[config.mk]
export PLATFORM = sky130hd
export DESIGN_NAME = text_frame_decoder_core_flat
export DESIGN_NICKNAME = d
export VERILOG_FILES = /design/src/rtl/tfd_pkg.sv /design/src/rtl/tfd_if.sv /design/src/rtl/tfd_parse.sv /design/src/rtl/tfd_result_fifo.sv /design/src/rtl/text_frame_decoder_core.sv /design/src/flat_wrapper.sv
export SDC_FILE = /design/constraint.sdc
export NUM_CORES = 1
export LEC_CHECK = 0
export BUFFER_PORTS_ARGS = -buffer_cell sky130_fd_sc_hd__buf_2
export CORE_AREA = 3 3 148 258
export CTS_CLUSTER_SIZE = 12
export DETAILED_ROUTE_END_ITERATION = 16
export DIE_AREA = 0 0 151 261
export GPL_TIMING_DRIVEN = 1
export HOLD_SLACK_MARGIN = 0.15
export PLACE_DENSITY = 0.75
export SYNTH_ARGS = -nofsm -noshare
export SYNTH_HDL_FRONTEND = slang
export SYNTH_SLANG_ARGS = --single-unit
[constraint.sdc]
create_clock -name clk -period 10.65 [get_ports clk]
set_input_delay 1.065 -clock clk [delete_from_list [all_inputs] [get_ports clk]]
set_output_delay 1.065 -clock clk [all_outputs]
set_load 0.01 [all_outputs]
[src/rtl/tfd_pkg.sv]
package tfd_pkg;

    localparam int MAX_RAW_BYTES    = 4096;
    localparam int MAX_TOKENS       = 1024;
    localparam int COUNT_TEXT_LIMIT = 32;
    localparam int MAX_RESULTS      = 3;

    localparam int RAW_CAP_W   = 13;
    localparam int TOKEN_CAP_W = 11;
    localparam int CFG_DATA_W  = RAW_CAP_W;
    localparam int DIGITS_W    = 6;

    localparam int FIFO_AW    = 2;
    localparam int FIFO_DEPTH = 1 << FIFO_AW;

    localparam logic [RAW_CAP_W-1:0]   RAW_CAP_RESET   = 13'd256;
    localparam logic [TOKEN_CAP_W-1:0] TOKEN_CAP_RESET = 11'd64;

    localparam logic [1:0] KIND_RAW   = 2'd0;
    localparam logic [1:0] KIND_TOKEN = 2'd1;
    localparam logic [1:0] KIND_END   = 2'd2;

    localparam logic [1:0] ST_OK     = 2'd0;
    localparam logic [1:0] ST_FORMAT = 2'd1;
    localparam logic [1:0] ST_SMALL  = 2'd2;

    localparam logic CFG_RAW_CAP   = 1'b0;
    localparam logic CFG_TOKEN_CAP = 1'b1;

    localparam logic [7:0] CH_NEWLINE = 8'h0A;
    localparam logic [7:0] CH_PIPE    = 8'h7C;
    localparam logic [7:0] CH_COMMA   = 8'h2C;
    localparam logic [7:0] CH_PLUS    = 8'h2B;
    localparam logic [7:0] CH_MINUS   = 8'h2D;
    localparam logic [7:0] CH_ZERO    = 8'h30;
    localparam logic [7:0] CH_NINE    = 8'h39;

    typedef struct packed {
        logic [1:0]              kind;
        logic signed [31:0]      value;
        logic [1:0]              status;
        logic                    frame_mode;
        logic [TOKEN_CAP_W-1:0]  token_total;
        logic                    run_last;
    } tfd_result_t;

    typedef struct packed {
        logic [1:0]                      count;
        tfd_result_t [MAX_RESULTS-1:0]   slot;
    } tfd_push_t;

endpackage

[src/rtl/tfd_if.sv]
interface tfd_in_if;
    logic       valid;
    logic       ready;
    logic [7:0] data_byte;
    logic       last_byte;

    modport source (output valid, output data_byte, output last_byte, input ready);
    modport sink   (input valid, input data_byte, input last_byte, output ready);
endinterface

interface tfd_out_if;
    logic               valid;
    logic               ready;
    logic [1:0]         kind;
    logic signed [31:0] value;
    logic [1:0]         status;
    logic               frame_mode;
    logic [10:0]        token_total;
    logic               run_last;

    modport source (output valid, output kind, output value, output status,
                    output frame_mode, output token_total, output run_last, input ready);
    modport sink   (input valid, input kind, input value, input status,
                    input frame_mode, input token_total, input run_last, output ready);
endinterface

[src/rtl/tfd_parse.sv]
module tfd_parse
    import tfd_pkg::*;
(
    input  logic                   clk,
    input  logic                   rst_n,
    tfd_in_if.sink                 frame,
    input  logic [RAW_CAP_W-1:0]   raw_cap,
    input  logic [TOKEN_CAP_W-1:0] token_cap,
    input  logic                   space_ok,
    output tfd_push_t              push
);

    typedef enum logic [2:0] {PH_PREFIX, PH_RAW, PH_COUNT, PH_IDS, PH_SKIP} phase_t;

    logic                   in_valid_reg;
    logic [7:0]             byte_reg;
    logic                   last_reg;
    logic                   fire;

    phase_t                 phase_reg, phase_next;
    logic [1:0]             prefix_pos_reg, prefix_pos_next;
    logic                   prefix_kind_reg, prefix_kind_next;
    logic                   newline_held_reg, newline_held_next;
    logic [RAW_CAP_W-1:0]   payload_length_reg, payload_length_next;
    logic [TOKEN_CAP_W-1:0] count_value_reg, count_value_next;
    logic [DIGITS_W-1:0]    count_digits_reg, count_digits_next;
    logic                   count_neg_reg, count_neg_next;
    logic                   count_has_digit_reg, count_has_digit_next;
    logic                   count_bad_reg, count_bad_next;
    logic [31:0]            id_acc_reg, id_acc_next;
    logic                   id_negative_reg, id_negative_next;
    logic                   id_has_digit_reg, id_has_digit_next;
    logic                   id_started_reg, id_started_next;
    logic [TOKEN_CAP_W-1:0] ids_done_reg, ids_done_next;
    logic [1:0]             first_error_reg, first_error_next;

    function automatic logic [7:0] prefix_char(input logic kind, input logic [1:0] pos);
        logic [7:0] c;
        unique case ({kind, pos})
            3'b001:  c = 8'h41;
            3'b010:  c = 8'h57;
            3'b101:  c = 8'h4F;
            3'b110:  c = 8'h4B;
            3'b011,
            3'b111:  c = CH_PIPE;
            default: c = 8'h00;
        endcase
        return c;
    endfunction

    function automatic tfd_result_t make_result(input logic [1:0] kind,
                                                input logic [31:0] value,
                                                input logic [1:0] status,
                                                input logic mode,
                                                input logic [TOKEN_CAP_W-1:0] total);
        tfd_result_t r;
        r.kind        = kind;
        r.value       = value;
        r.status      = status;
        r.frame_mode  = mode;
        r.token_total = total;
        r.run_last    = 1'b0;
        return r;
    endfunction

    function automatic logic [RAW_CAP_W-1:0] len_inc(input logic [RAW_CAP_W-1:0] len);
        return (len < RAW_CAP_W'(MAX_RAW_BYTES)) ? len + 1'b1 : len;
    endfunction

    assign fire        = in_valid_reg && space_ok;
    assign frame.ready = !in_valid_reg || fire;

    always_comb
    begin
        logic [7:0]             b;
        logic                   is_digit;
        logic [3:0]             d;
        logic                   tail_nl;
        logic                   skip;
        logic [1:0]             n;
        logic [14:0]            cv_wide;
        logic [35:0]            id_wide;
        logic [35:0]            id_lim;
        logic [TOKEN_CAP_W:0]   ids_plus;
        logic [RAW_CAP_W:0]     len_plus;
        logic [1:0]             st;
        logic                   mode;
        logic [TOKEN_CAP_W-1:0] total;

        b        = byte_reg;
        is_digit = (b >= CH_ZERO) && (b <= CH_NINE);
        d        = 4'(b - CH_ZERO);
        tail_nl  = 1'b0;
        skip     = 1'b0;
        n        = 2'd0;
        cv_wide  = '0;
        id_wide  = '0;
        id_lim   = '0;
        ids_plus = {1'b0, ids_done_reg} + 1'b1;
        len_plus = '0;
        st       = ST_OK;
        mode     = 1'b0;
        total    = '0;

        push.count = 2'd0;
        push.slot  = '0;

        phase_next           = phase_reg;
        prefix_pos_next      = prefix_pos_reg;
        prefix_kind_next     = prefix_kind_reg;
        newline_held_next    = newline_held_reg;
        payload_length_next  = payload_length_reg;
        count_value_next     = count_value_reg;
        count_digits_next    = count_digits_reg;
        count_neg_next       = count_neg_reg;
        count_has_digit_next = count_has_digit_reg;
        count_bad_next       = count_bad_reg;
        id_acc_next          = id_acc_reg;
        id_negative_next     = id_negative_reg;
        id_has_digit_next    = id_has_digit_reg;
        id_started_next      = id_started_reg;
        ids_done_next        = ids_done_reg;
        first_error_next     = first_error_reg;

        unique case (phase_reg)
            PH_PREFIX:
            begin
                if (prefix_pos_reg == 2'd0)
                begin
                    if (b == 8'h52)
                        prefix_kind_next = 1'b0;
                    else if (b == 8'h54)
                        prefix_kind_next = 1'b1;
                    else
                        skip = 1'b1;
                end
                else if (b != prefix_char(prefix_kind_reg, prefix_pos_reg))
                begin
                    skip = 1'b1;
                end
                if (skip)
                    phase_next = PH_SKIP;
                else
                begin
                    prefix_pos_next = prefix_pos_reg + 1'b1;
                    if (prefix_pos_reg == 2'd3)
                        phase_next = prefix_kind_next ? PH_COUNT : PH_RAW;
                end
            end
            PH_RAW:
            begin
                if (newline_held_reg)
                begin
                    push.slot[n] = make_result(KIND_RAW, {24'd0, CH_NEWLINE}, ST_OK, 1'b0, '0);
                    n = n + 1'b1;
                    payload_length_next = len_inc(payload_length_next);
                    newline_held_next = 1'b0;
                end
                if (b == CH_NEWLINE)
                begin
                    if (!last_reg)
                        newline_held_next = 1'b1;
                end
                else
                begin
                    push.slot[n] = make_result(KIND_RAW, {24'd0, b}, ST_OK, 1'b0, '0);
                    n = n + 1'b1;
                    payload_length_next = len_inc(payload_length_next);
                end
            end
            PH_COUNT,
            PH_IDS:
            begin
                if (last_reg && b == CH_NEWLINE)
                begin
                    tail_nl = 1'b1;
                    if (phase_reg == PH_COUNT)
                        first_error_next = ST_FORMAT;
                    else if (first_error_reg == ST_OK)
                    begin
                        if (count_value_reg == '0)
                        begin
                            if (id_started_reg)
                                first_error_next = ST_FORMAT;
                        end
                        else if (id_has_digit_reg && ids_plus == {1'b0, count_value_reg})
                        begin
                            push.slot[n] = make_result(KIND_TOKEN,
                                id_negative_reg ? 32'd0 - id_acc_reg : id_acc_reg,
                                ST_OK, 1'b0, '0);
                            n = n + 1'b1;
                            ids_done_next = ids_plus[TOKEN_CAP_W-1:0];
                        end
                        else
                            first_error_next = ST_FORMAT;
                    end
                end
                else if (!last_reg)
                begin
                    payload_length_next = len_inc(payload_length_reg);
                    if (phase_reg == PH_COUNT)
                    begin
                        if (b == CH_PIPE)
                        begin
                            if (count_digits_reg == '0 ||
                                count_digits_reg >= DIGITS_W'(COUNT_TEXT_LIMIT) ||
                                !count_has_digit_reg || count_bad_reg ||
                                (count_neg_reg && count_value_reg != '0))
                                first_error_next = ST_FORMAT;
                            else if (count_value_reg > token_cap)
                                first_error_next = ST_SMALL;
                            phase_next = PH_IDS;
                        end
                        else
                        begin
                            if ((b == CH_PLUS || b == CH_MINUS) && count_digits_reg == '0)
                                count_neg_next = (b == CH_MINUS);
                            else if (is_digit && !count_bad_reg)
                            begin
                                cv_wide = ({4'd0, count_value_reg} << 3)
                                        + ({4'd0, count_value_reg} << 1) + {11'd0, d};
                                count_value_next = (cv_wide > 15'h07FF) ? 11'h7FF
                                                   : cv_wide[TOKEN_CAP_W-1:0];
                                count_has_digit_next = 1'b1;
                            end
                            else
                                count_bad_next = 1'b1;
                            if (count_digits_reg < DIGITS_W'(COUNT_TEXT_LIMIT))
                                count_digits_next = count_digits_reg + 1'b1;
                        end
                    end
                    else if (first_error_reg == ST_OK)
                    begin
                        if (is_digit)
                        begin
                            id_lim  = id_negative_reg ? 36'h080000000 : 36'h07FFFFFFF;
                            id_wide = ({4'd0, id_acc_reg} << 3) + ({4'd0, id_acc_reg} << 1)
                                    + {32'd0, d};
                            if (id_wide > id_lim)
                                first_error_next = ST_FORMAT;
                            else
                            begin
                                id_acc_next       = id_wide[31:0];
                                id_has_digit_next = 1'b1;
                                id_started_next   = 1'b1;
                            end
                        end
                        else if ((b == CH_PLUS || b == CH_MINUS) && !id_started_reg)
                        begin
                            id_started_next  = 1'b1;
                            id_negative_next = (b == CH_MINUS);
                        end
                        else if (b == CH_COMMA && id_has_digit_reg &&
                                 ids_plus < {1'b0, count_value_reg})
                        begin
                            push.slot[n] = make_result(KIND_TOKEN,
                                id_negative_reg ? 32'd0 - id_acc_reg : id_acc_reg,
                                ST_OK, 1'b0, '0);
                            n = n + 1'b1;
                            ids_done_next     = ids_plus[TOKEN_CAP_W-1:0];
                            id_acc_next       = '0;
                            id_negative_next  = 1'b0;
                            id_has_digit_next = 1'b0;
                            id_started_next   = 1'b0;
                        end
                        else
                            first_error_next = ST_FORMAT;
                    end
                end
            end
            PH_SKIP:
            begin
            end
            default:
            begin
            end
        endcase

        if (last_reg)
        begin
            len_plus = {1'b0, payload_length_next} + 1'b1;
            if (phase_next == PH_PREFIX || phase_next == PH_SKIP)
                st = ST_FORMAT;
            else if (phase_next == PH_RAW)
                st = (len_plus > {1'b0, raw_cap}) ? ST_SMALL : ST_OK;
            else
            begin
                mode  = 1'b1;
                total = ids_done_next;
                if (!tail_nl)
                    st = ST_FORMAT;
                else if (len_plus > {1'b0, raw_cap})
                    st = ST_SMALL;
                else
                    st = first_error_next;
            end
            push.slot[n] = make_result(KIND_END, 32'd0, st, mode, total);
            n = n + 1'b1;

            phase_next           = PH_PREFIX;
            prefix_pos_next      = '0;
            prefix_kind_next     = 1'b0;
            newline_held_next    = 1'b0;
            payload_length_next  = '0;
            count_value_next     = '0;
            count_digits_next    = '0;
            count_neg_next       = 1'b0;
            count_has_digit_next = 1'b0;
            count_bad_next       = 1'b0;
            id_acc_next          = '0;
            id_negative_next     = 1'b0;
            id_has_digit_next    = 1'b0;
            id_started_next      = 1'b0;
            ids_done_next        = '0;
            first_error_next     = ST_OK;
        end

        if (n != 2'd0)
            push.slot[n - 1'b1].run_last = 1'b1;
        push.count = fire ? n : 2'd0;
    end

    always_ff @(posedge clk or negedge rst_n)
    begin
        if (!rst_n)
        begin
            in_valid_reg        <= 1'b0;
            phase_reg           <= PH_PREFIX;
            prefix_pos_reg      <= '0;
            prefix_kind_reg     <= 1'b0;
            newline_held_reg    <= 1'b0;
            payload_length_reg  <= '0;
            count_value_reg     <= '0;
            count_digits_reg    <= '0;
            count_neg_reg       <= 1'b0;
            count_has_digit_reg <= 1'b0;
            count_bad_reg       <= 1'b0;
            id_acc_reg          <= '0;
            id_negative_reg     <= 1'b0;
            id_has_digit_reg    <= 1'b0;
            id_started_reg      <= 1'b0;
            ids_done_reg        <= '0;
            first_error_reg     <= ST_OK;
        end
        else
        begin
            if (frame.ready)
                in_valid_reg <= frame.valid;
            if (fire)
            begin
                phase_reg           <= phase_next;
                prefix_pos_reg      <= prefix_pos_next;
                prefix_kind_reg     <= prefix_kind_next;
                newline_held_reg    <= newline_held_next;
                payload_length_reg  <= payload_length_next;
                count_value_reg     <= count_value_next;
                count_digits_reg    <= count_digits_next;
                count_neg_reg       <= count_neg_next;
                count_has_digit_reg <= count_has_digit_next;
                count_bad_reg       <= count_bad_next;
                id_acc_reg          <= id_acc_next;
                id_negative_reg     <= id_negative_next;
                id_has_digit_reg    <= id_has_digit_next;
                id_started_reg      <= id_started_next;
                ids_done_reg        <= ids_done_next;
                first_error_reg     <= first_error_next;
            end
        end
    end

    always_ff @(posedge clk)
    begin
        if (frame.valid && frame.ready)
        begin
            byte_reg <= frame.data_byte;
            last_reg <= frame.last_byte;
        end
    end

endmodule

[src/rtl/tfd_result_fifo.sv]
module tfd_result_fifo
    import tfd_pkg::*;
(
    input  logic       clk,
    input  logic       rst_n,
    input  tfd_push_t  push,
    output logic       space_ok,
    tfd_out_if.source  result
);

    tfd_result_t          mem [FIFO_DEPTH];
    logic [FIFO_AW-1:0]   wr_ptr_reg;
    logic [FIFO_AW-1:0]   rd_ptr_reg;
    logic [FIFO_AW:0]     cnt_reg;
    logic                 pop;
    tfd_result_t          head;

    assign head     = mem[rd_ptr_reg];
    assign pop      = result.valid && result.ready;
    assign space_ok = ((FIFO_AW+1)'(FIFO_DEPTH) - cnt_reg) >= (FIFO_AW+1)'(MAX_RESULTS);

    assign result.valid       = (cnt_reg != '0);
    assign result.kind        = head.kind;
    assign result.value       = head.value;
    assign result.status      = head.status;
    assign result.frame_mode  = head.frame_mode;
    assign result.token_total = head.token_total;
    assign result.run_last    = head.run_last;

    always_ff @(posedge clk or negedge rst_n)
    begin
        if (!rst_n)
        begin
            wr_ptr_reg <= '0;
            rd_ptr_reg <= '0;
            cnt_reg    <= '0;
        end
        else
        begin
            wr_ptr_reg <= wr_ptr_reg + FIFO_AW'(push.count);
            rd_ptr_reg <= rd_ptr_reg + FIFO_AW'(pop);
            cnt_reg    <= cnt_reg + (FIFO_AW+1)'(push.count) - (FIFO_AW+1)'(pop);
        end
    end

    always_ff @(posedge clk)
    begin
        for (int k = 0; k < MAX_RESULTS; k++)
        begin
            if (2'(k) < push.count)
                mem[wr_ptr_reg + FIFO_AW'(k)] <= push.slot[k];
        end
    end

endmodule

[src/rtl/text_frame_decoder_core.sv]
// channel  dir  payload                                           handshake
// frame    in   data_byte, last_byte                              valid/ready
// result   out  kind, value, status, frame_mode, token_total,     valid/ready
//               run_last
// cfg      in   cfg_index, cfg_data                               cfg_we, no wait
//
// One byte is accepted per cycle while the result queue has room.
// A byte gives up to three results and the four-entry result queue drains one
// per cycle while ready is high, so bytes that give more than one result
// hold the input back; a byte is decoded only with room for three results.
// Reset clears the frame state and queue; capacities return to 256 and 64.
module text_frame_decoder_core
    import tfd_pkg::*;
(
    input  logic                  clk,
    input  logic                  rst_n,
    tfd_in_if.sink                frame,
    tfd_out_if.source             result,
    input  logic                  cfg_we,
    input  logic                  cfg_index,
    input  logic [CFG_DATA_W-1:0] cfg_data
);

    logic [RAW_CAP_W-1:0]   raw_capacity_reg;
    logic [TOKEN_CAP_W-1:0] token_capacity_reg;
    logic [RAW_CAP_W-1:0]   raw_cap;
    logic [TOKEN_CAP_W-1:0] token_cap;
    logic                   space_ok;
    tfd_push_t              push;

    assign raw_cap   = (raw_capacity_reg < RAW_CAP_W'(MAX_RAW_BYTES))
                       ? raw_capacity_reg : RAW_CAP_W'(MAX_RAW_BYTES);
    assign token_cap = (token_capacity_reg < TOKEN_CAP_W'(MAX_TOKENS))
                       ? token_capacity_reg : TOKEN_CAP_W'(MAX_TOKENS);

    always_ff @(posedge clk or negedge rst_n)
    begin
        if (!rst_n)
        begin
            raw_capacity_reg   <= RAW_CAP_RESET;
            token_capacity_reg <= TOKEN_CAP_RESET;
        end
        else if (cfg_we)
        begin
            unique case (cfg_index)
                CFG_RAW_CAP:   raw_capacity_reg   <= cfg_data[RAW_CAP_W-1:0];
                CFG_TOKEN_CAP: token_capacity_reg <= cfg_data[TOKEN_CAP_W-1:0];
                default:       raw_capacity_reg   <= raw_capacity_reg;
            endcase
        end
    end

    tfd_parse u_parse (
        .clk       (clk),
        .rst_n     (rst_n),
        .frame     (frame),
        .raw_cap   (raw_cap),
        .token_cap (token_cap),
        .space_ok  (space_ok),
        .push      (push)
    );

    tfd_result_fifo u_fifo (
        .clk      (clk),
        .rst_n    (rst_n),
        .push     (push),
        .space_ok (space_ok),
        .result   (result)
    );

endmodule

[src/flat_wrapper.sv]
// flat-port wrapper written by rule: the top's interface ports become plain ports
module text_frame_decoder_core_flat import tfd_pkg::*;
  (clk, rst_n, cfg_we, cfg_index, cfg_data, frame_valid, frame_data_byte, frame_last_byte, frame_ready, result_valid, result_kind, result_value, result_status, result_frame_mode, result_token_total, result_run_last, result_ready);
  tfd_in_if frame_i ();
  tfd_out_if result_i ();
  input  logic clk;
  input  logic rst_n;
  input  logic cfg_we;
  input  logic cfg_index;
  input  logic [CFG_DATA_W-1:0] cfg_data;
  input wire logic [$bits(frame_i.valid)-1:0] frame_valid;
  input wire logic [$bits(frame_i.data_byte)-1:0] frame_data_byte;
  input wire logic [$bits(frame_i.last_byte)-1:0] frame_last_byte;
  output wire logic [$bits(frame_i.ready)-1:0] frame_ready;
  output wire logic [$bits(result_i.valid)-1:0] result_valid;
  output wire logic [$bits(result_i.kind)-1:0] result_kind;
  output wire logic [$bits(result_i.value)-1:0] result_value;
  output wire logic [$bits(result_i.status)-1:0] result_status;
  output wire logic [$bits(result_i.frame_mode)-1:0] result_frame_mode;
  output wire logic [$bits(result_i.token_total)-1:0] result_token_total;
  output wire logic [$bits(result_i.run_last)-1:0] result_run_last;
  input wire logic [$bits(result_i.ready)-1:0] result_ready;
  assign frame_i.valid = frame_valid;
  assign frame_i.data_byte = frame_data_byte;
  assign frame_i.last_byte = frame_last_byte;
  assign frame_ready = frame_i.ready;
  assign result_valid = result_i.valid;
  assign result_kind = result_i.kind;
  assign result_value = result_i.value;
  assign result_status = result_i.status;
  assign result_frame_mode = result_i.frame_mode;
  assign result_token_total = result_i.token_total;
  assign result_run_last = result_i.run_last;
  assign result_i.ready = result_ready;
  text_frame_decoder_core u_core (.clk(clk), .rst_n(rst_n), .frame(frame_i), .result(result_i), .cfg_we(cfg_we), .cfg_index(cfg_index), .cfg_data(cfg_data));
endmodule
* Word level (Yosys, flattened, before mapping)
Memories as Yosys holds them, arrays and structs flattened.
Index checks and enable logic that the tools add are counted.
Widths: inputs -> output; s select.
** Operators by class
- Add/sub/neg operators :: 22
- Magnitude comparators :: 23
- Equal/unequal tests :: 30
- Mux-type cells :: 203
- Bitwise operators :: 1
- Reduce and logical (&&, ||, !) cells :: 60
** Operators by type and width (number)
- $mux 48 :: 10
- $bwmux 147 :: 3
- $mux 147 :: 3
- $mux 32 :: 11
- $demux 49 s2 :: 3
- $mux 11 :: 25
- $mux 49 :: 4
- $mux 13 :: 9
- $mux 98 :: 1
- $pmux 49 s2 :: 1
- $mux 2 :: 38
- $mux 1 :: 75
- $lt 13x13->1 const B :: 3
- $add 35x33->36 :: 1
- $add 36x4->36 :: 1
- $gt 36x32->1 :: 1
- $mux 6 :: 6
- $pmux 7 s5 :: 1
- $sub 1x32->32 const A :: 1
- $reduce_and 7->1 :: 4
- $add 13x1->13 const B :: 2
- $pmux 13 s2 :: 1
- $eq 8x6->1 const B :: 3
- $eq 8x7->1 const B :: 3
- 59 further kinds :: 129
** Storage, ports and cells
- Flip-flop bits (word level) :: 129
- Memory bits (writable) :: 196
- Bits of input ports :: 28
- Output and inout bits :: 51
- Word-level logic and storage cells :: 364
- Memories :: 1
** Memory list
- u_core.u_fifo.mem :: words 4, bits a word 49, read ports 1, clocked after Yosys merged registers in 0, wr ports 3, line tfd_result_fifo.sv:11 : tfd_result_t mem [FIFO_DEPTH];

* Logic depth before layout (Yosys ltp)
Gate-level depths: netlist (run 1).
- Word-level depth :: 20
- Mapped depth :: 26
- Depth with buffers taken out :: 25

* Modules after synthesis
Synthesis (run 1) repeated with hierarchy kept, for this count alone.
** Second synthesis, totals
- Cells, all modules :: 2855
- Area, all modules :: 25096.6 sq um
** By module, submodules not included
- tfd_parse :: instances 1, cells each 1592, area each 12443.2 sq um, seq. area each 2497.4 sq um
- tfd_result_fifo :: instances 1, cells each 1187, area each 11513.5 sq um, seq. area each 6060.8 sq um
- text_frame_decoder_core :: instances 1, cells each 76, area each 1139.8 sq um, seq. area each 603.1 sq um

* Least setup slack after synthesis (run 1)
No wires, ideal clock.
- Path kind :: reg-to-reg
- Start point :: register u_core.u_parse.ids_done_reg[0]
- End point :: memory u_core.u_fifo.mem[3][0] (netlist name) (enable)
- Setup time :: 0.529 ns
- Arrival time :: 7.442 ns
- Data required time :: 10.121 ns
- Setup slack :: 2.679 ns
- Cell stages (with the launch flop) :: 21
- Buffers on the path :: 0
- Clock period less this slack :: 7.971 ns
- Path through :: dfrtp_1 ha_1 nand3_1 nor2_1 nand3_1 nor2_1 xor2_1 ha_1 nand3_1 nor3_1 and3_1 nor3b_1 a41o_1 and2_2 nor2_2 ha_1 nor2_1 nor2_1 nor2_1 a21oi_1 o31ai_1
** RTL lines
- start, declared :: line tfd_parse.sv:34 : logic [TOKEN_CAP_W-1:0] ids_done_reg, ids_done_next;
- start signal, assigned :: line tfd_parse.sv:365 : ids_done_reg <= ids_done_next;
- end, declared :: line tfd_result_fifo.sv:11

==> results.txt, run 1 <==
The logs give 36100 um^2 for the area of the core and 0 for the final global-route overflow total. Number of antenna diodes: 0. For this run, the number of Yosys warnings is 0. Number of H-tree branching levels: 2. The die is 151 um wide. On the final layout, the worst hold slack is 0.497 ns. Pin placement for this block handled 79 I/O pins. The count of port buffers added during placement was 78.

The path class of the tightest hold or removal check is flop to flop. For the switching power summed over all nets, the log shows 1.33 mW. The run gives 9.52 nW as the static power due to leakage.

In the final timing run, aggregate negative setup slack is 0 ns. The root buffer cell chosen for the clock tree is sky130_fd_sc_hd__clkbuf_16. The actual transition at the worst max-transition pin was 1.23 ns; the largest fanout on the critical path was 25. The logs give 92 for the number of core rows and 5 for the detailed-router iteration count before antenna repair.

After synthesis, the netlist uses 106 different library cells. The flip-flop cell with the highest count after synthesis is sky130_fd_sc_hd__edfxtp_1. For the total of max-cap violations, the log shows 0. The number of flip-flops in the largest register was 196; the clock transition at the registers of the reported paths was 0.06 ns. Data arrives at the worst endpoint at 7.03 ns.

Traced cell by cell, the critical path runs through ha_1 > nand3_1 > nor2_1 > nand3_1 > nor2_1 > xor2_1 > ha_1 > nand3_1 > nor3_1 > o21ai_0 > a41o_1 > and2_2 > nor2_2 > ha_1 > nor2_1 > nor2_1 > nor2_1 > inv_1 > nor3_1 > a21oi_1 > nand2_1 > nor2_1. At the end of the flow, the number of nets in the layout was 2350. The count of buffering cells on the critical path with inverters included was 1.

The clock reaches the later pin of the worst-skew pair after 0.55 ns. Of all flip-flops after synthesis, the portion carrying an async set or reset was 36.9%. The worst setup path is launched from a flop.

Registers take 9170 um^2. Buffers added to address setup during post-CTS repair amount to 0. The routed design has 62500 um of wire.

The synthesized design contains 205 enable-type register cells. The area share of the largest cell type after synthesis was 28.5%; the detailed placer's ending HPWL was 45600 um. The mean routed wirelength per cell is 23.8 um. The global-route wire length before repair is 97100 um. Time the final worst path needs with I/O delays and setup: 6.78 ns. Headroom to the max-slew limit came out at 18.0%. The number of vias in the routed layout is 17300, and the cell count after synthesis is 2119. In this run, post-CTS repair resized a total of 0 instances.

At the end of routability-driven placement, the weighted congestion stood at 0.946. Cells with a size suffix above 1 make up 12.8% of the layout. In this run the remaining antenna-violating nets after routing total 0. The top cell types in the final layout, fill and taps aside, are 221 x sky130_fd_sc_hd__nor2_1, 205 x sky130_fd_sc_hd__edfxtp_1, 186 x sky130_fd_sc_hd__nand2_1. The run gives 1 as the number of antenna violations at the first check in global routing. Yosys attributes the largest share of cell area to sky130_fd_sc_hd__edfxtp_1 28%, sky130_fd_sc_hd__dfrtp_1 14%, sky130_fd_sc_hd__ha_1 10%. In this run, the number of DRC markers left after iteration 0 of detailed routing was 1344. Timing would allow up to 0.147 GHz. Cells fill 64.4% of the core in the end. Post-synthesis register bit count: 325. Required time reported for the critical path endpoint: 10.89 ns. The maximum root-to-sink buffer count was 3; the mean instance size in the synthesized netlist was 10.2 um^2. Of the total power, combinational logic draws 28.4%. From bottom edge to top edge, the die measures 261 um. The number of failing setup endpoints in the final timing report is 0, and the number of sinks on the clock net is 325.

Dividing the detail-routed via count by the number of cells gives 6.59. The cell type with the highest occurrence count on the critical path was sky130_fd_sc_hd__nor2_1. Dividing total power by cell area gives a power density of 167 nW/um^2.

The share of the clock period used by the worst path came out at 63.7%. The synthesized design spends more area on one cell type than any other, namely sky130_fd_sc_hd__edfxtp_1. In the routed design, unresolved DRC markers number 0.

The slowest stage cell on the critical path is sky130_fd_sc_hd__nand2_1. The internal power of the cells totals 2.57 mW. In the final layout, the multi-input gates occupy 11700 um^2. The flow ran to the end, and the final reports show no timing, DRC or antenna violations.

Stage delay of the slowest cell on the critical path: 0.80 ns. The worst setup path is of the flop to flop kind. The combined area of all synthesized cells was 21600 um^2.

For the max-slew violation total from the final report, the log shows 0. Once the floorplan was initialized, standard cells occupied 59.8% of the core. The count of filler cells inserted in the layout was 2935; the worst clock skew was 0.0245 ns.

The tools report the via count of the first global-routing pass as 17700. Setup repair after global routing left no endpoint under its margin. Total power for the finished layout comes to 3.89 mW. The logs give 0 for the number of buffers inserted by hold repair at cts and 2326 for the post-synth net total.

After synthesis, flip-flops and latches occupy 42.4% of the total area. The largest net degree at the start of global routing is 71, and the total routing usage reported by global routing is 31.8%. TritonCTS built the clock tree. The worst setup path is captured at a flop. Commonest non-fill, non-tap cell in the layout: sky130_fd_sc_hd__nor2_1. The maximum vdd drop was 0.142 mV. The share of total power dissipated in the clock network is 28.5%. The total clock buffers created by CTS is 34, and the portion of total power attributed to sequential cells is 43.1%. The hold violation total from the final report was 0; the area overhead of the layout relative to synthesis was 7.77%.

In this run switching power makes up 34.1% of total power. The family with the most delay on the worst path was simple AND/OR/NAND/NOR gates. The tools report the die outline area as 39400 um^2.
==> synthesized netlist by cell type (10+ instances only) <==
master,number
sky130_fd_sc_hd__xor2_1,52
sky130_fd_sc_hd__nand3_1,63
sky130_fd_sc_hd__o21ai_0,132
sky130_fd_sc_hd__nor2_1,221
sky130_fd_sc_hd__o22ai_1,27
sky130_fd_sc_hd__edfxtp_1,205
sky130_fd_sc_hd__or3_1,15
sky130_fd_sc_hd__a21oi_1,101
sky130_fd_sc_hd__nand2b_1,23
sky130_fd_sc_hd__dfrtp_1,118
sky130_fd_sc_hd__nor4_1,16
sky130_fd_sc_hd__xnor2_1,68
sky130_fd_sc_hd__ha_1,174
sky130_fd_sc_hd__mux4_2,49
sky130_fd_sc_hd__nand4_1,31
sky130_fd_sc_hd__a21o_1,26
sky130_fd_sc_hd__o221ai_1,19
sky130_fd_sc_hd__buf_2,26
sky130_fd_sc_hd__and3_1,18
sky130_fd_sc_hd__nor3_1,65
sky130_fd_sc_hd__and2_1,18
sky130_fd_sc_hd__nand2_1,188
sky130_fd_sc_hd__o31ai_1,12
sky130_fd_sc_hd__mux2_2,25
sky130_fd_sc_hd__a22o_1,40
sky130_fd_sc_hd__nor2b_1,18
sky130_fd_sc_hd__inv_1,73
sky130_fd_sc_hd__buf_1,10
sky130_fd_sc_hd__clkbuf_1,69
sky130_fd_sc_hd__o21a_1,19
sky130_fd_sc_hd__a31oi_1,12
==> worst paths after layout <==
| path | cells past startpoint | startpoint | endpoint | slack (ns) |
|---|---|---|---|---|
| max in group asynchronous | 2 | rst_n | u_core.u_parse.id_acc_reg[26]$_DFFE_PN0P_ | 8.70 |
| worst min register to register | 1 | u_core.token_capacity_reg[0]$_DFFE_PN0P_ | u_core.token_capacity_reg[0]$_DFFE_PN0P_ | 0.50 |
| worst max register to register | 22 | u_core.u_parse.ids_done_reg[0]$_DFFE_PN0P_ | u_core.u_fifo.mem[2][40]$_SDFFCE_PP0P_ | 3.87 |
| min in group asynchronous | 1 | rst_n | u_core.u_parse.payload_length_reg[6]$_DFFE_PN0P_ | 0.65 |
| worst max-delay path | 22 | u_core.u_parse.ids_done_reg[0]$_DFFE_PN0P_ | u_core.u_fifo.mem[2][40]$_SDFFCE_PP0P_ | 3.87 |
| worst min-delay path | 1 | u_core.token_capacity_reg[0]$_DFFE_PN0P_ | u_core.token_capacity_reg[0]$_DFFE_PN0P_ | 0.50 |
==> stage by stage <==
stage	setup WS, ns	std cells	cell area (um^2)
2_1_floorplan	2.68	2119	21600
3_3_place_gp	4.24	2577	22300
3_5_place_dp	3.98	2577	22300
4_1_cts	3.98	2629	23300
5_1_grt	3.34	2629	23300
6_report	3.87	2629	23300
==> final cells by class <==
cell class                      instances  area share [%]
Clock buffer                           44            3.90
Clock inverter                          8           0.349
Inverter                               75            1.22
Multi-Input combinational cell       1606            50.2
Sequential cell                       325            39.4
Tap cell                              470            2.52
Timing Repair Buffer                  101            2.43
==> layer usage <==
layer  vias to the layer above  part of all wire, %  global-route usage [%]
met3                       269                  5.2                    3.83
met2                       728                   54                    58.5
li1                       7922                    -                       -
met4                         0                  7.7                    21.0
met5                         -                    0                       0
met1                      8394                   34                    33.6
==> power by group through the flow <==
stage               Sequential, mW  Combinational, mW  Clock, mW
floorplan                     1.59              0.810          0
global placement              1.69               1.09          0
detailed placement            1.70               1.11          0
CTS                           1.68               1.12       1.12
global route                  1.70               1.20       1.17
finish                        1.68               1.11       1.11
==> logic make-up (layout without fill, tap and decap cells) <==
logic type                 count (synthesis)  count (layout)  share of synthesized area [%]
xor gates and xnor gates                 121             121                           4.94
AOI/OAI and AO/OA                        491             491                           15.3
and+or+nand+nor                          736             736                           16.6
adders and majority gates                179             179                           10.5
muxes                                     79              79                           6.64
DFF                                      325             325                           42.4
buffers and inverters                    188             228                           3.61
No activity file was read; power rests on OpenSTA's default activity.
==> inputs of run 2 (changes only) <==
==> constraint.sdc (replaced) <==
create_clock -name clk -period 7 [get_ports clk]
set_input_delay 0.7 -clock clk [delete_from_list [all_inputs] [get_ports clk]]
set_output_delay 0.7 -clock clk [all_outputs]
set_load 0.01 [all_outputs]
==> run 2 against run 1 <==
  * Hold slack worse by 0.27 ns
  * Via count is 0.59% higher
  * Die area stayed put
  * Setup slack worse by 3.2 ns
  * Register-to-register slack worse by 3.2 ns
  * Clock skew is 0.0052 ns lower
  * Critical path depth is 1 higher
  * Routed wire length is 1.9% lower
==> results.txt, run 2 (same netlist as run 1, synthesis figures left out) <==
The library cells used most frequently in the layout, excluding fill and tap cells, are 221 x sky130_fd_sc_hd__nor2_1, 205 x sky130_fd_sc_hd__edfxtp_1, 186 x sky130_fd_sc_hd__nand2_1. The kind of cell with the highest combined delay along the critical path is simple AND/OR/NAND/NOR gates. The logs give 39400 um^2 (unchanged) for the die outline area and 0.157 GHz (+6.7%) for the maximum clock frequency. Number of buffers inserted by hold repair at cts: 0 (unchanged). Sum of negative setup slack: 0 ns (unchanged). The tools report the DRC marker count from the first detailed-route iteration as 1142 (-15%). The run gives 31.5% (-0.34 points) as the total routing usage reported by global routing. Compared with the post-synthesis result, the final layout area differs by 8.27%. The logs give 44900 um (-1.5%) for the detailed placer's ending HPWL and 3.94 mW (+54%) for the cell internal power dissipation. The tools report the final global-route overflow total as 0 (unchanged). The number of antenna violations at the first check in global routing was 0 (-1). The detailed-route vias per instance is 6.60 (+0.18%), and the detailed-router iteration count before antenna repair is 5 (unchanged). The logic depth of the worst register-to-register path came out at 23 (+4.5%). The largest fanout on the critical path works out to 15 (-40%). The tree is rooted in a sky130_fd_sc_hd__clkbuf_16. The floorplan die height was 261 um (unchanged). The total cell area at the placement stage was 22400 um^2 (+0.43%).

For the utilization of the core after routing, the log shows 64.8% (+0.30 points). The logs give 0.64 ns (-3.22 ns) for the slack of the worst reg-to-reg path and 325 (unchanged) for the number of sinks on the clock net. The run gives 23400 um^2 (+0.47%) as the post-route standard cell area excluding fillers. The static power due to leakage is 9.59 nW (+0.79%). The total of cells resized after clock tree synthesis is 0 (unchanged), and the actual transition at the worst max-transition pin is 1.09 ns (-0.135 ns). The switching power summed over all nets was 2.03 mW (+53%); the layout cell share with drive strength beyond 1 was 13.3% (+0.44 points).

The maximum root-to-sink buffer count was 3 (unchanged); the share of the clock period used by the worst path was 90.8% (+27 points). The sum of routed wire length over all layers is 61300 um (-1.9%). The worst setup path is captured at a flop.

The number of top-level pins came out at 79 (unchanged). The flow ran to the end, and the final reports show no timing, DRC or antenna violations. The data arrival time at the worst-slack endpoint was 6.61 ns (-0.42 ns). The logs give 59.8% (unchanged) for the initial cell density of the core and 0 (unchanged) for the post-CTS setup-driven buffer insertion count. The worst-skew pair later-pin latency was 0.55 ns (about the same). The time the final worst path needs with I/O delays and setup works out to 6.36 ns (-0.427 ns). The global-route wire length before repair is 96700 um (-0.45%), and the power density of the placed cells is 255 nW/um^2 (+53%).

The critical path depth in cells came out at 23 (+4.5%). Weighted congestion reported at the end of routability-driven placement: 0.957 (+1.2%). The worst clock skew was 0.0193 ns (-0.00519 ns). The tools report the total of max-cap violations as 0 (unchanged). The run gives 41.7% (-1.4 points) as the portion of total power attributed to sequential cells.

The tools report the remaining design rule violation count as 0 (unchanged). The total clock buffers created by CTS was 34 (unchanged). The number of H-tree branching levels is 2 (unchanged).

The library cell used most frequently in the layout, excluding fill and tap cells, is sky130_fd_sc_hd__nor2_1. The width of the die is 151 um (unchanged). Worst hold path class: input port to asynchronous set/reset pin. The via count of the first global-routing pass was 18100 (+1.8%). The tools report the count of filler cells inserted in the layout as 2921 (-0.48%). The worst setup path is of the flop to flop kind. The tools report the register cell area after layout as 9170 um^2 (unchanged). The max-slew headroom at the worst pin is 27.1% (+9.0 points).

The run gives 36100 um^2 (unchanged) as the area of the core. The logs give 5.97 mW (+53%) for the overall power consumption and 28.7% (+0.2 points) for the clock power share. Setup repair after global routing left no endpoint under its margin.

The number of failing setup endpoints in the final timing report was 0 (unchanged). The type of element launching the critical path was a flop. The stage delay of the slowest cell on the critical path is 0.70 ns (-0.10 ns), and the max-slew violation total from the final report is 0 (unchanged). The hold violation total from the final report was 0 (unchanged).

The number of flip-flops in the largest register is 196 (unchanged). The required time reported for the critical path endpoint is 7.25 ns (-3.64 ns), and the number of nets in the layout is 2361 (+0.47%). The run gives 0 (unchanged) as the antenna violation net count after detailed routing. The signal on the critical path passes through ha_1 > nand3_1 > nor2_1 > nand3_1 > nor2_1 > xor2_1 > ha_1 > nand3_1 > nor3_1 > and3_1 > nor3b_1 > a41o_1 > and2_2 > nor2_2 > ha_1 > nor2_1 > nor2_1 > nor2_1 > nand3_1 > o21ai_0 > a21oi_1 > o21ai_2 > nor3_1. The largest net degree at the start of global routing is 65 (-8.5%). The count of buffering cells on the critical path with inverters included is 0 (-1), and the maximum vdd drop is 0.179 mV (+26%).

The number of core rows was 92 (unchanged); the total area of multi-input combinational cells was 11700 um^2 (unchanged). TritonCTS built the clock tree. The net switching fraction of the power works out to 34.0% (-0.11 points).

The largest individual stage delay along the critical path comes from the cell sky130_fd_sc_hd__nand3_1. Combinational share of power: 29.6% (+1.2 points). The cell type with the highest occurrence count on the critical path was sky130_fd_sc_hd__nor2_1. Number of antenna diodes: 0 (unchanged). The worst register-to-register path begins at u_core.u_parse.ids_done_reg[0]$_DFFE_PN0P_. The clock transition at the registers of the reported paths was 0.07 ns (about the same); the count of port buffers added during placement was 78 (unchanged). For the number of vias in the routed layout, the log shows 17400 (+0.59%). The mean routed wirelength per cell came out at 23.2 um (-2.4%).

In this run the critical register-to-register path is captured at u_core.u_fifo.mem[3][2]$_DFFE_PP_.
-- run 2: area by class of cell --
cell class              count  share of cell area, %
multi-input cells        1606                   50.0
repair buffers            112                   2.82
flip-flops and latches    325                   39.2
inverters                  75                   1.21
clock inverters             9                  0.465
well taps                 470                   2.51
clock buffers              43                   3.82
-- run 2: how the worst max path moves through the flow --
stage	start	endpoint	slack, ns
after detailed placement	u_core.u_parse.id_acc_reg[2]$_DFFE_PN0P_	u_core.u_fifo.mem[2][13]$_DFFE_PP_	0.78
after global placement	u_core.u_parse.id_acc_reg[2]$_DFFE_PN0P_	u_core.u_fifo.mem[3][13]$_DFFE_PP_	0.92
after floorplan	u_core.u_parse.ids_done_reg[0]$_DFFE_PN0P_	u_core.u_fifo.mem[3][0]$_DFFE_PP_	0.55
final	u_core.u_parse.ids_done_reg[0]$_DFFE_PN0P_	u_core.u_fifo.mem[3][2]$_DFFE_PP_	0.64
after CTS	u_core.u_parse.id_acc_reg[2]$_DFFE_PN0P_	u_core.u_fifo.mem[2][13]$_DFFE_PP_	0.75
after global routing	u_core.u_parse.id_acc_reg[2]$_DFFE_PN0P_	u_core.u_fifo.mem[3][13]$_DFFE_PP_	0.27
-- run 2: worst register-to-register path, cell delays in order, from the launching register on --
cell and delay [ns]:
sky130_fd_sc_hd__dfrtp_1 0.49, sky130_fd_sc_hd__ha_1 0.26, sky130_fd_sc_hd__nand3_1 0.15, sky130_fd_sc_hd__nor2_1 0.26
sky130_fd_sc_hd__nand3_1 0.18, sky130_fd_sc_hd__nor2_1 0.20, sky130_fd_sc_hd__xor2_1 0.30, sky130_fd_sc_hd__ha_1 0.31
sky130_fd_sc_hd__nand3_1 0.16, sky130_fd_sc_hd__nor3_1 0.09, sky130_fd_sc_hd__and3_1 0.17, sky130_fd_sc_hd__nor3b_1 0.16
sky130_fd_sc_hd__a41o_1 0.26, sky130_fd_sc_hd__and2_2 0.23, sky130_fd_sc_hd__nor2_2 0.33, sky130_fd_sc_hd__ha_1 0.32
sky130_fd_sc_hd__nor2_1 0.11, sky130_fd_sc_hd__nor2_1 0.05, sky130_fd_sc_hd__nor2_1 0.43, sky130_fd_sc_hd__nand3_1 0.70
sky130_fd_sc_hd__o21ai_0 0.38, sky130_fd_sc_hd__a21oi_1 0.09, sky130_fd_sc_hd__o21ai_2 0.29, sky130_fd_sc_hd__nor3_1 0.14
-- run 2: power groups by stage --
stage | Clock [mW] | Combinational (mW) | Sequential, mW
final | 1.72 | 1.77 | 2.49
after global routing | 1.79 | 1.93 | 2.51
after floorplan | 0 | 1.23 | 2.41
after global placement | 0 | 1.75 | 2.51
after detailed placement | 0 | 1.77 | 2.52
after CTS | 1.73 | 1.78 | 2.49
-- run 2: through the flow --
stage	cells	hold WS [ns]	setup slack, ns
detailed placement	2588	0.470	0.777
floorplan	2119	0.404	0.552
finish	2640	0.226	0.643
CTS	2640	0.264	0.751
global route	2640	0.292	0.273
global placement	2588	0.463	0.917
-- run 2: routing by layer --
metal  GRT usage, %  up-vias  part of all wire, %
li1               -     7942                    -
met1           32.6     8439                   33
met2           57.4      749                   53
met3           3.50      286                  5.0
met4           23.5        0                  8.6
met5              0        -                    0
==> inputs of run 3 (changes only) <==
--- a/config.mk
+++ b/config.mk
@@ -7,6 +7,7 @@
 export LEC_CHECK = 0
 export BUFFER_PORTS_ARGS = -buffer_cell sky130_fd_sc_hd__buf_2
 export CORE_AREA = 3 3 148 258
+export CTS_BUF_LIST = sky130_fd_sc_hd__clkbuf_4 sky130_fd_sc_hd__clkbuf_8
 export CTS_CLUSTER_SIZE = 12
 export DETAILED_ROUTE_END_ITERATION = 16
 export DIE_AREA = 0 0 151 261
==> run 3 against run 2 <==
  * Register-to-register slack better by 0.04 ns
  * Cell count is 1.1% higher
  * Setup slack gained 0.044 ns
  * Clock power about the same
  * Hold slack lost 0.072 ns
  * Flip-flop and latch count unchanged
  * Clock skew up 0.021 ns
  * Die area is the same
  * Routed wire length is 0.36% higher
  * Highest routed layer unchanged
  * Global-route usage rose by 0.081 points
  * Total power decreased by 0.65%
  * Fmax is 0.70% higher
  * Largest power group unchanged
==> results.txt, run 3 (same netlist as run 1, synthesis figures left out) <==
The actual transition at the worst max-transition pin was 1.13 ns (+0.0418 ns); the total clock buffers created by CTS was 47 (+38%). The flow ran to the end, and the final reports show no timing, DRC or antenna violations. The tools report the DRC marker count from the first detailed-route iteration as 1148 (+0.53%). The number of flip-flops in the largest register is 196 (unchanged), and the number of buffers inserted by hold repair at cts is 0 (unchanged).

The mean routed wirelength per cell was 23.1 um (-0.77%). The hold slack was 0.155 ns (-0.0719 ns); the clock transition at the registers of the reported paths was 0.07 ns (about the same). Highest routed metal layer: met4. The run gives 17500 (+0.31%) as the number of vias in the routed layout.

The tools report the count of filler cells inserted in the layout as 2908 (-0.45%). The largest fanout on the critical path is 15 (unchanged). Grouping stages by cell kind, the critical path spends the most delay in simple AND/OR/NAND/NOR gates. The global-route wire length before repair is 97000 um (+0.38%). For the max-slew headroom at the worst pin, the log shows 24.3% (-2.8 points). The count of buffering cells on the critical path with inverters included came out at 0 (unchanged).

Among the stages of the critical path, the cell type that occurs most often is sky130_fd_sc_hd__nor2_1. For the max-slew violation total from the final report, the log shows 0 (unchanged). The detailed-route vias per instance works out to 6.54 (-0.82%). The worst-skew pair later-pin latency is 0.61 ns (+0.06 ns), and the amount of wire on met2 after detailed routing is 32400 um (-0.66%).

The area of the core was 36100 um^2 (unchanged). The detailed placer's ending HPWL is 44900 um (unchanged). The maximum root-to-sink buffer count was 3 (unchanged). The stage delay of the slowest cell on the critical path came out at 0.69 ns (about the same). The number of top-level pins is 79 (unchanged).

The weighted congestion reported at the end of routability-driven placement was 0.957 (unchanged); the number of core rows was 92 (unchanged). TritonCTS built the clock tree. The logs give 0 (unchanged) for the total of max-cap violations and 9.64 nW (+0.51%) for the static power due to leakage. The remaining design rule violation count is 0 (unchanged). The min-delay analysis places its worst path in the category input port to asynchronous set/reset pin. The area overhead of the layout relative to synthesis works out to 8.42%. The tools report the hold violation total from the final report as 0 (unchanged). Initial cell density of the core: 59.8% (unchanged). The power density of the placed cells was 253 nW/um^2 (-0.79%).

The number of nets in the layout was 2374 (+0.55%). The floorplan die height came out at 261 um (unchanged). The worst clock skew was 0.0404 ns (+0.0211 ns). The post-CTS setup-driven buffer insertion count was 0 (unchanged); the antenna violation net count after detailed routing was 0 (unchanged). The largest net degree at the start of global routing was 65 (unchanged); the number of H-tree branching levels was 2 (unchanged).

Sum of routed wire length over all layers: 61500 um (+0.36%). The worst setup path is captured at a flop. Setup repair after global routing left no endpoint under its margin. The count of port buffers added during placement is 78 (unchanged), and the final global-route overflow total is 0 (unchanged).

The logs give 3700 um (+21%) for the routed length on met3 and 0.687 ns (+0.0444 ns) for the post-layout worst setup margin. The logs give 0 (unchanged) for the number of failing setup endpoints in the final timing report and 6.64 ns (+0.03 ns) for the data arrival time at the worst-slack endpoint. The tools report the required time reported for the critical path endpoint as 7.32 ns (+0.07 ns). The number of antenna violations at the first check in global routing was 1 (+1). The total routing usage reported by global routing was 31.6% (+0.081 points). The worst setup path is launched from a flop. The number of sinks on the clock net was 325 (unchanged). The tools report the number of standard cells in the layout, taps in and fillers out as 2670 (+1.1%).

For the total of cells resized after clock tree synthesis, the log shows 0 (unchanged). The time the final worst path needs with I/O delays and setup is 6.31 ns (-0.0444 ns). The signal on the critical path passes through ha_1 > nand3_1 > nor2_1 > nand3_1 > nor2_1 > xor2_1 > ha_1 > nand3_1 > nor3_1 > and3_1 > nor3b_1 > a41o_1 > and2_2 > nor2_2 > ha_1 > nor2_1 > nor2_1 > nor2_1 > nand3_1 > o21ai_0 > a21oi_1 > o21ai_2 > nor3_1. The tools report the via count of the first global-routing pass as 18200 (+0.77%). The slowest stage of the critical path belongs to the cell sky130_fd_sc_hd__nand3_1. The logs give 0.179 mV (+0.16%) for the maximum vdd drop and 11700 um^2 (unchanged) for the total area of multi-input combinational cells. The maximum clock frequency was 0.158 GHz (+0.70%); the layout cell share with drive strength beyond 1 was 14.7% (+1.5 points). The sum of negative setup slack was 0 ns (unchanged); the die outline area was 39400 um^2 (unchanged). The tools report the register cell area after layout as 9170 um^2 (unchanged). The width of the die works out to 151 um (unchanged). CTS placed an instance of sky130_fd_sc_hd__clkbuf_8 at the clock tree root. The path type of the worst setup path is flop to flop. In the layout the commonest cells are 221 x sky130_fd_sc_hd__nor2_1, 205 x sky130_fd_sc_hd__edfxtp_1, 186 x sky130_fd_sc_hd__nand2_1. The run gives 20200 um (-0.82%) as the sum of routed wire segments on met1. The detailed-router iteration count before antenna repair is 6 (+1), and the placed instance count is 2588 (unchanged). Post-placement setup slack: 0.777 ns (unchanged). The share of the clock period used by the worst path was 90.2% (-0.63 points). Leaving out fill and tap cells, the most frequent cell in the layout is sky130_fd_sc_hd__nor2_1.
## run 3: cell types whose count changed in the layout (fill, tap and decap cells not counted), moves of 2 or more
cell / before / now
sky130_fd_sc_hd__bufinv_16: 1 / 4
sky130_fd_sc_hd__clkbuf_1: 8 / 0
sky130_fd_sc_hd__clkbuf_16: 34 / 0
sky130_fd_sc_hd__clkbuf_4: 0 / 9
sky130_fd_sc_hd__clkbuf_8: 1 / 54
sky130_fd_sc_hd__clkinv_2: 3 / 7
sky130_fd_sc_hd__inv_12: 0 / 2
sky130_fd_sc_hd__inv_16: 2 / 0
## run 3: layout make-up
| cell class | instances | share of cell area (%) |
|---|---|---|
| Tap cell | 470 | 2.51 |
| Clock buffer | 63 | 3.46 |
| Multi-Input combinational cell | 1606 | 49.9 |
| Timing Repair Buffer | 112 | 2.82 |
| Inverter | 75 | 1.21 |
| Antenna cell | 1 | 0.0107 |
| Clock inverter | 18 | 0.950 |
| Sequential cell | 325 | 39.1 |
## run 3: layer usage
metal / global-route usage [%] / vias to the layer above
met5: 0 / -
met4: 23.1 / 0
met3: 4.45 / 298
met2: 57.4 / 785
met1: 32.4 / 8396
li1: - / 7991
## run 3: per-stage QoR
step / power [mW] / area [um^2] / util, %
global placement: 4.26 / 22400 / 62.0
finish: 5.93 / 23400 / 64.8
global route: 6.22 / 23400 / 64.8
detailed placement: 4.29 / 22400 / 62.0
floorplan: 3.64 / 21600 / -
CTS: 5.97 / 23400 / 64.8
## run 3: path summary, 6_finish.rpt
path,from,to,slack [ns],cells after the start
max reg2reg,u_core.u_parse.ids_done_reg[0]$_DFFE_PN0P_,u_core.u_fifo.mem[3][1]$_DFFE_PP_,0.69,23
max,u_core.u_parse.ids_done_reg[0]$_DFFE_PN0P_,u_core.u_fifo.mem[3][1]$_DFFE_PP_,0.69,23
min,rst_n,u_core.u_parse.payload_length_reg[5]$_DFFE_PN0P_,0.15,1
min in group clk,frame_data_byte[2],u_core.u_parse.byte_reg[2]$_DFFE_PP_,0.26,1
max in group asynchronous,rst_n,u_core.u_parse.id_acc_reg[21]$_DFFE_PN0P_,5.50,2
min reg2reg,u_core.u_parse.count_has_digit_reg$_DFFE_PN0P_,u_core.u_parse.count_has_digit_reg$_DFFE_PN0P_,0.49,1
## run 3: where the power goes
part           total (mW)  switching [mW]  internal, mW
clock                1.69           0.773         0.912
sequential           2.49           0.189          2.30
combinational        1.76            1.07         0.693
total                5.93            2.03          3.90
## run 3: worst reg2reg max path: stages (launching register included)
cell                      delay (ns)
sky130_fd_sc_hd__dfrtp_1        0.48
sky130_fd_sc_hd__ha_1           0.26
sky130_fd_sc_hd__nand3_1        0.15
sky130_fd_sc_hd__nor2_1         0.26
sky130_fd_sc_hd__nand3_1        0.18
sky130_fd_sc_hd__nor2_1         0.19
sky130_fd_sc_hd__xor2_1         0.30
sky130_fd_sc_hd__ha_1           0.31
sky130_fd_sc_hd__nand3_1        0.16
sky130_fd_sc_hd__nor3_1         0.08
sky130_fd_sc_hd__and3_1         0.17
sky130_fd_sc_hd__nor3b_1        0.16
sky130_fd_sc_hd__a41o_1         0.27
sky130_fd_sc_hd__and2_2         0.23
sky130_fd_sc_hd__nor2_2         0.33
sky130_fd_sc_hd__ha_1           0.32
sky130_fd_sc_hd__nor2_1         0.11
sky130_fd_sc_hd__nor2_1         0.05
sky130_fd_sc_hd__nor2_1         0.43
sky130_fd_sc_hd__nand3_1        0.69
sky130_fd_sc_hd__o21ai_0        0.37
sky130_fd_sc_hd__a21oi_1        0.09
sky130_fd_sc_hd__o21ai_2        0.29
sky130_fd_sc_hd__nor3_1         0.12
